**src/hdl/nfa_pkg.sv**
```systemverilog
// Shared types and constants for the NFA epsilon symbol matcher.
// Used by every module under hdl; depends on nothing.
package nfa_pkg;

  localparam int NUM_STATES      = 16;
  localparam int NUM_TRANSITIONS = 64;

  localparam int STATE_W   = $clog2(NUM_STATES);
  localparam int SYM_W     = 8;
  localparam int IDX_W     = $clog2(NUM_TRANSITIONS);
  localparam int CNT_W     = 7;
  localparam int CFG_W     = 16;
  localparam int CFG_IDX_W = 2;

  // Edge symbol that marks a move without input.
  localparam logic [SYM_W-1:0] EPSILON_SYM = 8'd61;

  typedef logic [NUM_STATES-1:0] state_set_t;

  typedef enum logic [1:0] {
    CMD_WRITE = 2'd0,
    CMD_BEGIN = 2'd1,
    CMD_STEP  = 2'd2
  } cmd_t;

  typedef enum logic [CFG_IDX_W-1:0] {
    REG_START  = 2'd0,
    REG_ACCEPT = 2'd1,
    REG_COUNT  = 2'd2
  } reg_idx_t;

  typedef enum logic [1:0] {
    ST_IDLE,
    ST_SWEEP,
    ST_DONE
  } seq_state_t;

  typedef struct packed {
    logic [STATE_W-1:0] src;
    logic [SYM_W-1:0]   sym;
    logic [STATE_W-1:0] dest;
  } edge_t;

  // Work request from the input channel to the sequencer.
  typedef struct packed {
    logic             start;
    logic             step;
    logic [SYM_W-1:0] symbol;
  } seq_req_t;

  // Finished state set from the sequencer.
  typedef struct packed {
    logic       valid;
    state_set_t set;
  } seq_res_t;

endpackage

```
**src/hdl/nfa_table.sv**
```systemverilog
// Transition table memory: one write port, one registered read port.
// Depends on nfa_pkg.
module nfa_table (
  input  logic                     clk,
  input  logic                     we,
  input  logic [nfa_pkg::IDX_W-1:0] waddr,
  input  nfa_pkg::edge_t           wdata,
  input  logic                     re,
  input  logic [nfa_pkg::IDX_W-1:0] raddr,
  output nfa_pkg::edge_t           rdata
);
  import nfa_pkg::*;

  edge_t mem [NUM_TRANSITIONS];
  edge_t rdata_r;

  always_ff @(posedge clk) begin
    if (we) begin
      mem[waddr] <= wdata;
    end
  end

  always_ff @(posedge clk) begin
    if (re) begin
      rdata_r <= mem[raddr];
    end
  end

  assign rdata = rdata_r;

endmodule

```
**src/hdl/nfa_edge_unit.sv**
```systemverilog
// Shared edge compare unit: tests one table entry against a symbol and a state set.
// Depends on nfa_pkg.
module nfa_edge_unit (
  input  logic                     entry_valid,
  input  nfa_pkg::edge_t           entry,
  input  logic [nfa_pkg::SYM_W-1:0] match_sym,
  input  nfa_pkg::state_set_t      match_set,
  output nfa_pkg::state_set_t      hit
);
  import nfa_pkg::*;

  logic fire;

  // The edge fires when its symbol matches and its source state is active.
  assign fire = entry_valid && (entry.sym == match_sym) && match_set[entry.src];
  assign hit  = fire ? (state_set_t'(1) << entry.dest) : '0;

endmodule

```
**src/hdl/nfa_ctrl.sv**
```systemverilog
// Sequencer: sweeps the transition table pass by pass through the edge unit.
// Depends on nfa_pkg; drives nfa_table reads and consumes nfa_edge_unit hits.
module nfa_ctrl (
  input  logic                         clk,
  input  logic                         rst_n,
  input  nfa_pkg::seq_req_t            req,
  input  logic [nfa_pkg::STATE_W-1:0]  start_state,
  input  logic [nfa_pkg::CNT_W-1:0]    edge_count,
  input  logic                         res_ready,
  output logic                         idle,
  output logic                         rd_en,
  output logic [nfa_pkg::IDX_W-1:0]    rd_addr,
  output logic                         rd_pend,
  input  nfa_pkg::state_set_t          hit,
  output logic [nfa_pkg::SYM_W-1:0]    match_sym,
  output nfa_pkg::state_set_t          match_set,
  output nfa_pkg::seq_res_t            res
);
  import nfa_pkg::*;

  seq_state_t        state_r, state_nxt;
  logic              mode_sym_r, mode_sym_nxt;
  logic [CNT_W-1:0]  addr_r, addr_nxt;
  logic [CNT_W-1:0]  limit_r, limit_nxt;
  logic              rd_pend_r, rd_pend_nxt;
  logic              changed_r, changed_nxt;
  logic [SYM_W-1:0]  sym_r, sym_nxt;
  state_set_t        cur_r, cur_nxt;
  state_set_t        acc_r, acc_nxt;

  logic              issue;
  logic              pass_done;
  logic [CNT_W-1:0]  limit_in;

  assign limit_in  = (edge_count > CNT_W'(NUM_TRANSITIONS)) ?
                     CNT_W'(NUM_TRANSITIONS) : edge_count;
  assign issue     = (state_r == ST_SWEEP) && (addr_r < limit_r);
  assign pass_done = (state_r == ST_SWEEP) && (addr_r == limit_r) && !rd_pend_r;

  assign idle      = (state_r == ST_IDLE);
  assign rd_en     = issue;
  assign rd_addr   = addr_r[IDX_W-1:0];
  assign rd_pend   = rd_pend_r;
  assign match_sym = mode_sym_r ? sym_r : EPSILON_SYM;
  assign match_set = mode_sym_r ? cur_r : acc_r;
  assign res.valid = (state_r == ST_DONE);
  assign res.set   = acc_r;

  // Next state.
  always_comb begin
    state_nxt = state_r;
    case (state_r)
      ST_IDLE: begin
        if (req.start || req.step) begin
          state_nxt = ST_SWEEP;
        end
      end
      ST_SWEEP: begin
        if (pass_done && !mode_sym_r && !changed_r) begin
          state_nxt = ST_DONE;
        end
      end
      ST_DONE: begin
        if (res_ready) begin
          state_nxt = ST_IDLE;
        end
      end
      default: state_nxt = ST_IDLE;
    endcase
  end

  // Datapath updates.
  always_comb begin
    mode_sym_nxt = mode_sym_r;
    addr_nxt     = addr_r;
    limit_nxt    = limit_r;
    rd_pend_nxt  = 1'b0;
    changed_nxt  = changed_r;
    sym_nxt      = sym_r;
    cur_nxt      = cur_r;
    acc_nxt      = acc_r;
    case (state_r)
      ST_IDLE: begin
        addr_nxt    = '0;
        changed_nxt = 1'b0;
        limit_nxt   = limit_in;
        if (req.start) begin
          acc_nxt      = state_set_t'(1) << start_state;
          mode_sym_nxt = 1'b0;
        end else if (req.step) begin
          acc_nxt      = '0;
          mode_sym_nxt = 1'b1;
          sym_nxt      = req.symbol;
        end
      end
      ST_SWEEP: begin
        rd_pend_nxt = issue;
        if (issue) begin
          addr_nxt = addr_r + CNT_W'(1);
        end
        acc_nxt = acc_r | hit;
        if ((hit & ~acc_r) != '0) begin
          changed_nxt = 1'b1;
        end
        if (pass_done) begin
          // The symbol pass is followed by closure passes; a closure pass
          // that added a state is repeated.
          addr_nxt     = '0;
          changed_nxt  = 1'b0;
          mode_sym_nxt = 1'b0;
        end
      end
      ST_DONE: begin
        if (res_ready) begin
          cur_nxt = acc_r;
        end
      end
      default: ;
    endcase
  end

  always_ff @(posedge clk) begin
    if (!rst_n) begin
      state_r   <= ST_IDLE;
      rd_pend_r <= 1'b0;
      cur_r     <= '0;
    end else begin
      state_r   <= state_nxt;
      rd_pend_r <= rd_pend_nxt;
      cur_r     <= cur_nxt;
    end
  end

  always_ff @(posedge clk) begin
    mode_sym_r <= mode_sym_nxt;
    addr_r     <= addr_nxt;
    limit_r    <= limit_nxt;
    changed_r  <= changed_nxt;
    sym_r      <= sym_nxt;
    acc_r      <= acc_nxt;
  end

  a_closure_grows: assert property (@(posedge clk) disable iff (!rst_n)
    (state_r == ST_SWEEP && !mode_sym_r) |=> (($past(acc_r) & ~acc_r) == '0))
    else $error("closure pass dropped an active state");

  a_read_in_sweep: assert property (@(posedge clk) disable iff (!rst_n)
    rd_pend_r |-> $past(state_r == ST_SWEEP))
    else $error("table data returned outside a sweep");

  a_result_held: assert property (@(posedge clk) disable iff (!rst_n)
    (res.valid && !res_ready) |=> $stable(acc_r))
    else $error("finished set changed while waiting for the output slot");

endmodule

```
**src/hdl/nfa_epsilon_symbol_matcher.sv**
```systemverilog
// Top level of the NFA epsilon symbol matcher: ports, configuration registers,
// result register. Depends on nfa_pkg, nfa_table, nfa_edge_unit and nfa_ctrl.
//
//   Channel   Direction   Handshake            Payload
//   in_*      input       in_valid/in_ready    cmd, entry_index/src/symbol/dest, symbol
//   out_*     output      out_valid/out_ready  accepted, active_states
//   cfg_*     input       cfg_we               cfg_index, cfg_wdata
//
// A write item (and an unknown command) leaves the sequencer idle. A begin or
// symbol item sweeps the transition table once per pass through one shared
// edge compare unit, one entry per cycle over the entries in use. A symbol
// item runs one symbol pass, then closure passes until one adds no state,
// at most 17 passes in all.
// Reset is synchronous and clears the active set, the sequencer state, the
// configuration registers and the output valid flag; the table holds garbage
// until written. The block takes the next item as soon as the sequencer is
// idle, even while a result waits in the output register; a finished set waits
// in the sequencer only when that register is still full.
module nfa_epsilon_symbol_matcher (
  input  logic                          clk,
  input  logic                          rst_n,
  input  logic                          in_valid,
  output logic                          in_ready,
  input  logic [1:0]                    in_cmd,
  input  logic [nfa_pkg::IDX_W-1:0]     in_entry_index,
  input  logic [nfa_pkg::STATE_W-1:0]   in_entry_src,
  input  logic [nfa_pkg::SYM_W-1:0]     in_entry_symbol,
  input  logic [nfa_pkg::STATE_W-1:0]   in_entry_dest,
  input  logic [nfa_pkg::SYM_W-1:0]     in_symbol,
  output logic                          out_valid,
  input  logic                          out_ready,
  output logic                          out_accepted,
  output logic [nfa_pkg::NUM_STATES-1:0] out_active_states,
  input  logic                          cfg_we,
  input  logic [nfa_pkg::CFG_IDX_W-1:0] cfg_index,
  input  logic [nfa_pkg::CFG_W-1:0]     cfg_wdata
);
  import nfa_pkg::*;

  // Configuration registers.
  logic [STATE_W-1:0] start_state_r;
  state_set_t         accept_mask_r;
  logic [CNT_W-1:0]   edge_count_r;

  // Output register.
  logic       out_valid_r;
  logic       out_accepted_r;
  state_set_t out_set_r;

  logic       in_fire;
  logic       tbl_we;
  edge_t      tbl_wdata;
  edge_t      tbl_rdata;
  logic       rd_en;
  logic [IDX_W-1:0] rd_addr;
  logic       rd_pend;
  logic       ctrl_idle;
  logic       res_ready;
  seq_req_t   req;
  seq_res_t   res;
  state_set_t hit;
  logic [SYM_W-1:0] match_sym;
  state_set_t match_set;

  assign in_ready = ctrl_idle;
  assign in_fire  = in_valid && in_ready;

  // Table writes happen straight from the input channel.
  assign tbl_we         = in_fire && (in_cmd == CMD_WRITE);
  assign tbl_wdata.src  = in_entry_src;
  assign tbl_wdata.sym  = in_entry_symbol;
  assign tbl_wdata.dest = in_entry_dest;

  // Begin and symbol items start the sequencer; the unused code is dropped.
  assign req.start  = in_fire && (in_cmd == CMD_BEGIN);
  assign req.step   = in_fire && (in_cmd == CMD_STEP);
  assign req.symbol = in_symbol;

  // The sequencer may hand over its set when the output slot is free or
  // is being emptied in this cycle.
  assign res_ready = !out_valid_r || out_ready;

  nfa_table u_table (
    .clk   (clk),
    .we    (tbl_we),
    .waddr (in_entry_index),
    .wdata (tbl_wdata),
    .re    (rd_en),
    .raddr (rd_addr),
    .rdata (tbl_rdata)
  );

  nfa_edge_unit u_edge (
    .entry_valid (rd_pend),
    .entry       (tbl_rdata),
    .match_sym   (match_sym),
    .match_set   (match_set),
    .hit         (hit)
  );

  nfa_ctrl u_ctrl (
    .clk         (clk),
    .rst_n       (rst_n),
    .req         (req),
    .start_state (start_state_r),
    .edge_count  (edge_count_r),
    .res_ready   (res_ready),
    .idle        (ctrl_idle),
    .rd_en       (rd_en),
    .rd_addr     (rd_addr),
    .rd_pend     (rd_pend),
    .hit         (hit),
    .match_sym   (match_sym),
    .match_set   (match_set),
    .res         (res)
  );

  // Configuration writes; an index beyond the register list is ignored.
  always_ff @(posedge clk) begin
    if (!rst_n) begin
      start_state_r <= '0;
      accept_mask_r <= '0;
      edge_count_r  <= '0;
    end else if (cfg_we) begin
      case (cfg_index)
        REG_START:  start_state_r <= cfg_wdata[STATE_W-1:0];
        REG_ACCEPT: accept_mask_r <= cfg_wdata[NUM_STATES-1:0];
        REG_COUNT:  edge_count_r  <= cfg_wdata[CNT_W-1:0];
        default: ;
      endcase
    end
  end

  always_ff @(posedge clk) begin
    if (!rst_n) begin
      out_valid_r <= 1'b0;
    end else if (res.valid && res_ready) begin
      out_valid_r <= 1'b1;
    end else if (out_ready) begin
      out_valid_r <= 1'b0;
    end
  end

  // The accept flag is taken with the set, against the mask that is in
  // force when the sequencer hands the set over.
  always_ff @(posedge clk) begin
    if (res.valid && res_ready) begin
      out_set_r      <= res.set;
      out_accepted_r <= |(res.set & accept_mask_r);
    end
  end

  assign out_valid         = out_valid_r;
  assign out_accepted      = out_accepted_r;
  assign out_active_states = out_set_r;

  a_busy_after_start: assert property (@(posedge clk) disable iff (!rst_n)
    (req.start || req.step) |=> !in_ready)
    else $error("input taken while a begin or symbol item is running");

  a_out_held: assert property (@(posedge clk) disable iff (!rst_n)
    (out_valid && !out_ready) |=>
      (out_valid && $stable(out_active_states) && $stable(out_accepted)))
    else $error("waiting result changed before it was taken");

  a_write_when_idle: assert property (@(posedge clk) disable iff (!rst_n)
    tbl_we |-> ctrl_idle)
    else $error("table written while the sequencer is busy");

endmodule
```
**config.mk**
```make
export PLATFORM = sky130hd
export DESIGN_NAME = nfa_epsilon_symbol_matcher
export DESIGN_NICKNAME = d
export VERILOG_FILES = /design/src/hdl/nfa_pkg.sv /design/src/hdl/nfa_table.sv /design/src/hdl/nfa_edge_unit.sv /design/src/hdl/nfa_ctrl.sv /design/src/hdl/nfa_epsilon_symbol_matcher.sv
export SDC_FILE = /design/constraint.sdc
export NUM_CORES = 1
export LEC_CHECK = 0
export ABC_AREA = 1
export BUFFER_PORTS_ARGS = -buffer_cell sky130_fd_sc_hd__buf_2
export CAP_MARGIN = 30
export CORE_UTILIZATION = 50
export DETAILED_ROUTE_END_ITERATION = 10
export PLACE_DENSITY = 0.77
export SYNTH_ARGS = -nofsm -noshare
export SYNTH_HDL_FRONTEND = slang
export SYNTH_SLANG_ARGS = --single-unit
```
**constraint.sdc**
```tcl
create_clock -name clk -period 10 [get_ports clk]
set_clock_uncertainty 0.05 [all_clocks]
set_input_delay 0 -clock clk [delete_from_list [all_inputs] [get_ports clk]]
set_output_delay 0 -clock clk [all_outputs]
set_load 0.1 [all_outputs]
```
-- Yosys cells after proc, flatten, opt, wreduce, memory -nomap -nowiden
Memory sizes are Yosys's and may differ from the RTL's. A register that Yosys moved wholly into a read port is not among the register bits.
Cells that the tools add are included.
Widths: inputs -> output; s select.
- add/subtract/negate cells: 1
- magnitude comparators: 3
- equality and inequality tests: 15
- shift operators: 2
- muxes and demuxes: 26
- bitwise logic cells: 5
- reductions and logical operators: 36
- operator list (operator ; count):
    $mux 16 ; 4
    $and 16x16->16 ; 2
    $pmux 16 s2 ; 1
    $shl 1x4->16 const A ; 2
    $not 16->16 ; 1
    $or 16x16->16 ; 1
    $reduce_and 2->1 ; 8
    $reduce_bool 16->1 ; 1
    $reduce_or 16->1 ; 1
    $mux 7 ; 2
    $pmux 7 s2 ; 1
    $logic_and 1x1->1 ; 12
    $mux 1 ; 10
    $reduce_and 3->1 ; 3
    $eq 8x8->1 ; 1
    $mux 8 ; 1
    $add 7x1->7 const B ; 1
    $eq 7x7->1 ; 1
    $gt 7x7->1 const B ; 1
    $lt 7x7->1 ; 1
    $eq 2x1->1 const B ; 3
    $eq 2x2->1 const B ; 3
    $logic_not 2->1 ; 3
    $mux 2 ; 3
    12 further kinds ; 21
- bits in registers: 104
- bits in writable memories: 1024
- input bits: 55
- output and inout bits: 19
- logic and storage cells: 104
- memories kept: 1
- memory list (memory ; words ; bits a word ; read ports ; clocked after Yosys merged registers in ; wr ports ; line ; RTL):
    u_table.mem ; 64 ; 16 ; 1 ; 1 ; 1 ; nfa_table.sv:14 ; edge_t mem [NUM_TRANSITIONS];

-- Depth between registers and ports, before layout
- depth in word-level cells: 10
- depth in mapped cells: 17
- mapped depth without buffers: 15

-- Modules after synthesis
A second synthesis with hierarchy kept.
- cell total of the unflattened synthesis: 4185
- area, all modules: 47594.4 µm²
- by module, submodules not included (module ; instances ; cells each ; area each (µm²) ; seq. area each (µm²)):
    nfa_table ; 1 ; 3517 ; 42259.3 ; 31230.0
    nfa_ctrl ; 1 ; 371 ; 3098.0 ; 1581.5
    nfa_epsilon_symbol_matcher ; 1 ; 185 ; 1659.1 ; 1071.0
    nfa_edge_unit ; 1 ; 112 ; 578.1 ; 0.0

-- Worst setup path before layout
Ideal clock, no wire load.
- path kind: register to register
- from: register u_ctrl.state_r[1]
- to: register u_ctrl.acc_r[0], enable pin
- setup time: 388 ps
- arrival time: 3793 ps
- required time: 9562 ps
- path slack: 5768 ps
- stages on the path, launching flop included: 6
- path buffers: 0
- period minus slack after synthesis: 4232 ps
- cell sequence: dfxtp_1 nor2_1 nand2_1 nor3_1 nor4_1 nor2_1
- longest elaborated chain between the ends: 5
- elaborated cells on any way between the ends: 8
- classes of those cells: eq/ne (2); reduce/logical (6)
- RTL lines (element ; line ; RTL):
    from (decl) ; nfa_ctrl.sv:21 ; seq_state_t state_r, state_nxt;
    from (signal assigned) ; nfa_ctrl.sv:128 ; state_r <= state_nxt;
    $logic_not 2->1 (*) ; nfa_ctrl.sv:40 ; assign idle = (state_r == ST_IDLE);
    net in_ready ; nfa_epsilon_symbol_matcher.sv:23 ; output logic in_ready,
    $logic_and 1x1->1 ; nfa_epsilon_symbol_matcher.sv:66 ; assign in_fire = in_valid && in_ready;
    $logic_and 1x1->1, on equally long branches ; nfa_epsilon_symbol_matcher.sv:76, nfa_epsilon_symbol_matcher.sv:75 ;
    $ne 3x1->1 (no line) ; -- ;
    $reduce_and 2->1 (no line) (*) ; -- ;
    to (signal assigned) ; nfa_ctrl.sv:140 ; acc_r <= acc_nxt;
    to (decl) ; nfa_ctrl.sv:29 ; state_set_t acc_r, acc_nxt;
The timed path passes the listed nets; every way through them passes the cells marked *.
A chain may end at the register's enable or synchronous reset.

-- Worst setup path in the final report
- from: register u_ctrl.addr_r[0]
- to: register, netlist name u_table.rdata[7]
- longest elaborated chain between the ends: 2
- RTL lines (element ; line ; RTL):
    from (decl) ; nfa_ctrl.sv:23 ; logic [CNT_W-1:0] addr_r, addr_nxt;
    from (signal assigned) ; nfa_ctrl.sv:136 ; addr_r <= addr_nxt;
    $lt 7x7->1 ; nfa_ctrl.sv:37 ; assign issue = (state_r == ST_SWEEP) && (addr_r < limit_r);
    $logic_and 1x1->1 ; nfa_ctrl.sv:37 ;
Parallel ways exist; a longest one is shown, timed or not.

==> run summary <==
### Timing
- **final hold violations** 0
- **achievable clock frequency** 0.242 GHz
- **final setup TNS** 0 ns
- **number of slew-limit violations in the final report** 0
- **transition time at the pin with the least slew margin** 0.992 ns
- **Relative slew margins** 0.337
- **minimum clock period** 4.14 ns
- **period utilisation layout** 0.414
- **RSZ-0062 raised after global routing** no
- **number of setup violations in the final report** 0

### Clock network
- **setup bufs post-CTS** 0
- **source-to-sink clock delay at the later pin of the worst-skew pair** 0.71 ns
- **master cell of the clock root buffer** clkbuf_16
- **buffer depth of the longest clock path** 3
- **clock tree from TritonCTS** yes
- **clock net sink count** 1144
- **CTS buffer count** 108
- **maximum level of the CTS H-tree** 3
- **post-CTS clock slew at the launch and capture registers of the worst setup and hold paths** 0.06 ns
- **cells resized by post-CTS repair** 0

### Setup path
- **data arrival time of the critical path** 4.65 ns
- **highest fanout seen on the critical path** 95
- **kind of critical path** reg -> reg
- **worst-case register-to-register setup slack** 5.86 ns
- **required time of the critical path** 10.50 ns
- **CP endpoint kind** flop
- **startpoint type of the worst setup path** flop
- **reg-to-reg critical path startpoint** u_ctrl.addr_r[0]
- **reg2reg end** u_table.rdata[7]
- **count of cells along the worst register-to-register path** 9

### Routing
- **DRC violations left** 0
- **Antenna Nets Post-Route** 0
- **total number of vias** 30500
- **total iterations of the first detailed-routing run** 6
- **total routed wirelength** 121000 um
- **mean routed wirelength per cell** 24.7 um
- **Vias per Instance** 6.22
- **initial drt markers** 4512

### Logic synthesis
- **Avg Synthesized Cell Area** 12.9 um2
- **cell type contributing the most total cell area after synthesis** edfxtp_1
- **nets in the synthesized netlist** 3561
- **synth warn** 0
- **most common library cells after synthesis** edfxtp_1, nor2_1, o21ai_0
- **sequential share of the synthesized area** 0.750
- **dominant cells by area after synthesis** edfxtp_1, o21ai_0, nor2_1, o22ai_1, dfxtp_1
- **Async SR Flop Fraction** 0
- **synth unique cells** 38
- **number of flops mapped to enable cells by yosys** 1097
- **gate count of the mapped netlist** 3498
- **top cell type's share of synthesized area** 0.729
- **most used flip-flop cell after synthesis** edfxtp_1
- **combined area of all synthesized cells** 45200 um2
- **most frequently used cell type in the post-synthesis netlist** edfxtp_1
- **count of state elements after synthesis** 1144

### Hold path
- **hold wc startpoint** in_symbol[7]
- **cell count of the worst hold path** 2
- **Hold Crit Endpoint** u_ctrl.sym_r[7]
- **Min-Delay Path Class** in -> reg

### Global routing
- **largest net degree at the start of global routing** 192
- **global-route wire length before repair** 178000 um
- **antenna violations before repair** 8
- **overall overflow remaining after global route** 0
- **Overall Global Routing Usage** 0.261
- **vias in the first global route** 29200

### Die
- **effective utilization at floorplan** 0.508
- **Vert. Die Dim** 303 um
- **Total Die Area** 91500 um2
- **CORE AREA** 88900 um2
- **width of the chip** 303 um
- **number of top-level pins** 74
- **number of placement rows** 109

### Power and ir drop
- **Clock Power Share** 0.365
- **sw frac** 0.274
- **Flop pwr share** 0.491
- **static power due to leakage** 16.7 nW
- **combinational group share of total power** 0.143
- **P_int** 7.94 mW
- **final total power** 10.9 mW
- **total power per unit cell area** 214 nW/um2
- **Net Switching** 3.00 mW
- **peak supply drop** 200 uV

### Placed design
- **count of port buffers added during placement** 73
- **gpl congestion** 0.884
- **post-DP HPWL** 65000 um

### Finish
- **relative area change from synthesis to final layout** 13.4%
- **count of antenna diodes in the layout** 0
- **count of fill cells added during filler insertion** 6751
- **share of cells above drive strength 1** 0.0941
- **Layout Utilization** 0.576
- **sequential cell area in the final layout** 33900 um2
- **multi-input logic area** 10100 um2
- **Final Net Count** 3696

### Run status
- **result of the run** completed

### Flow run
- **max-cap check violation count** 0

cells by family after synthesis:
group / after synthesis / synth area share
flops: 1144 / 0.750
simple gates: 1083 / 0.0975
fa+ha+maj: 8 / 0.00222
xor+xnor: 4 / 0.000776
compound gates: 953 / 0.123
buf+inv: 306 / 0.0268
sequential cells by signal, indices dropped and copies added (netlist names), 8 cells and up:
signal             count
out_active_states     16
accept_mask_r         16
u_ctrl.acc_r          16
u_table.rdata         16
u_table.mem         1024
u_ctrl.sym_r           8
u_ctrl.cur_r          16
metrics by stage:
stage / hold WS, ns / cell area (um2) / std cells / worst slack [ns]
finish: 0.0194 / 51200 / 4894 / 5.86
global route: 0.0157 / 51200 / 4894 / 5.62
CTS: 0.00113 / 51200 / 4892 / 5.95
detailed placement: 0.134 / 47000 / 4612 / 5.99
global placement: 0.131 / 46900 / 4608 / 6.04
floorplan: 0.0489 / 45200 / 3498 / 5.77
worst max-delay path, cell delays in order (launching register included):
cell and delay (ns):
edfxtp_1 0.46, buf_4 0.65, buf_4 0.88, buf_4 0.77, o21ai_0 0.25, o22ai_1 0.23
nand2_1 0.09, nand4_1 0.20, nand2_1 0.14, a21oi_1 0.13
placed cells by master (no fill, tap or decap), types with 27 or more instances in the layout:
cell	instances
edfxtp_1	1097
nor2_1	657
o21ai_0	565
nand2_1	216
o22ai_1	158
nand3_1	150
clkbuf_16	109
buf_4	101
o221ai_1	99
dlygate4sd3_1	74
buf_2	73
inv_1	68
a21oi_1	67
dfxtp_1	47
nand4_1	34
clkinv_1	34
o211ai_1	27
power groups by stage:
stage               combinational (mW)  clock (mW)  sequential, mW
finish                            1.57        3.99            5.37
global route                      1.69        4.19            5.37
CTS                               1.53        4.02            5.37
detailed placement                1.49           0            5.47
global placement                  1.45           0            5.47
floorplan                        0.930           0            5.45
routing by layer:
metal  track usage  wire (um)  part of all wire
met1         0.354      45300              0.38
met2         0.409      56200              0.47
met3        0.0580      14500              0.12
met4         0.111       4650             0.039
met5             0         81           0.00067
how the worst max path moves through the flow:
stage                           start                 to  depth (start not counted)
floorplan           u_ctrl.state_r[1]    u_ctrl.acc_r[0]                          5
global placement     u_ctrl.addr_r[0]   u_table.rdata[4]                          9
detailed placement   u_ctrl.addr_r[0]  u_table.rdata[14]                          9
CTS                  u_ctrl.addr_r[0]  u_table.rdata[14]                          9
global route         u_ctrl.addr_r[0]  u_table.rdata[12]                          9
finish               u_ctrl.addr_r[0]   u_table.rdata[7]                          9
timing repair:
item,CTS,global route
hold buffers,74,0
endpoints found under the hold margin,929,0
endpoints found under the setup margin,0,0
final cells by class:
type / count / area share
Clock inverter: 78 / 0.0127
Multi-Input combinational cell: 2048 / 0.197
Timing Repair Buffer: 256 / 0.0397
Clock buffer: 128 / 0.0550
Sequential cell: 1144 / 0.662
Tap cell: 1165 / 0.0285
Inverter: 75 / 0.00574
Note: power is estimated with default switching activity, not from simulation.
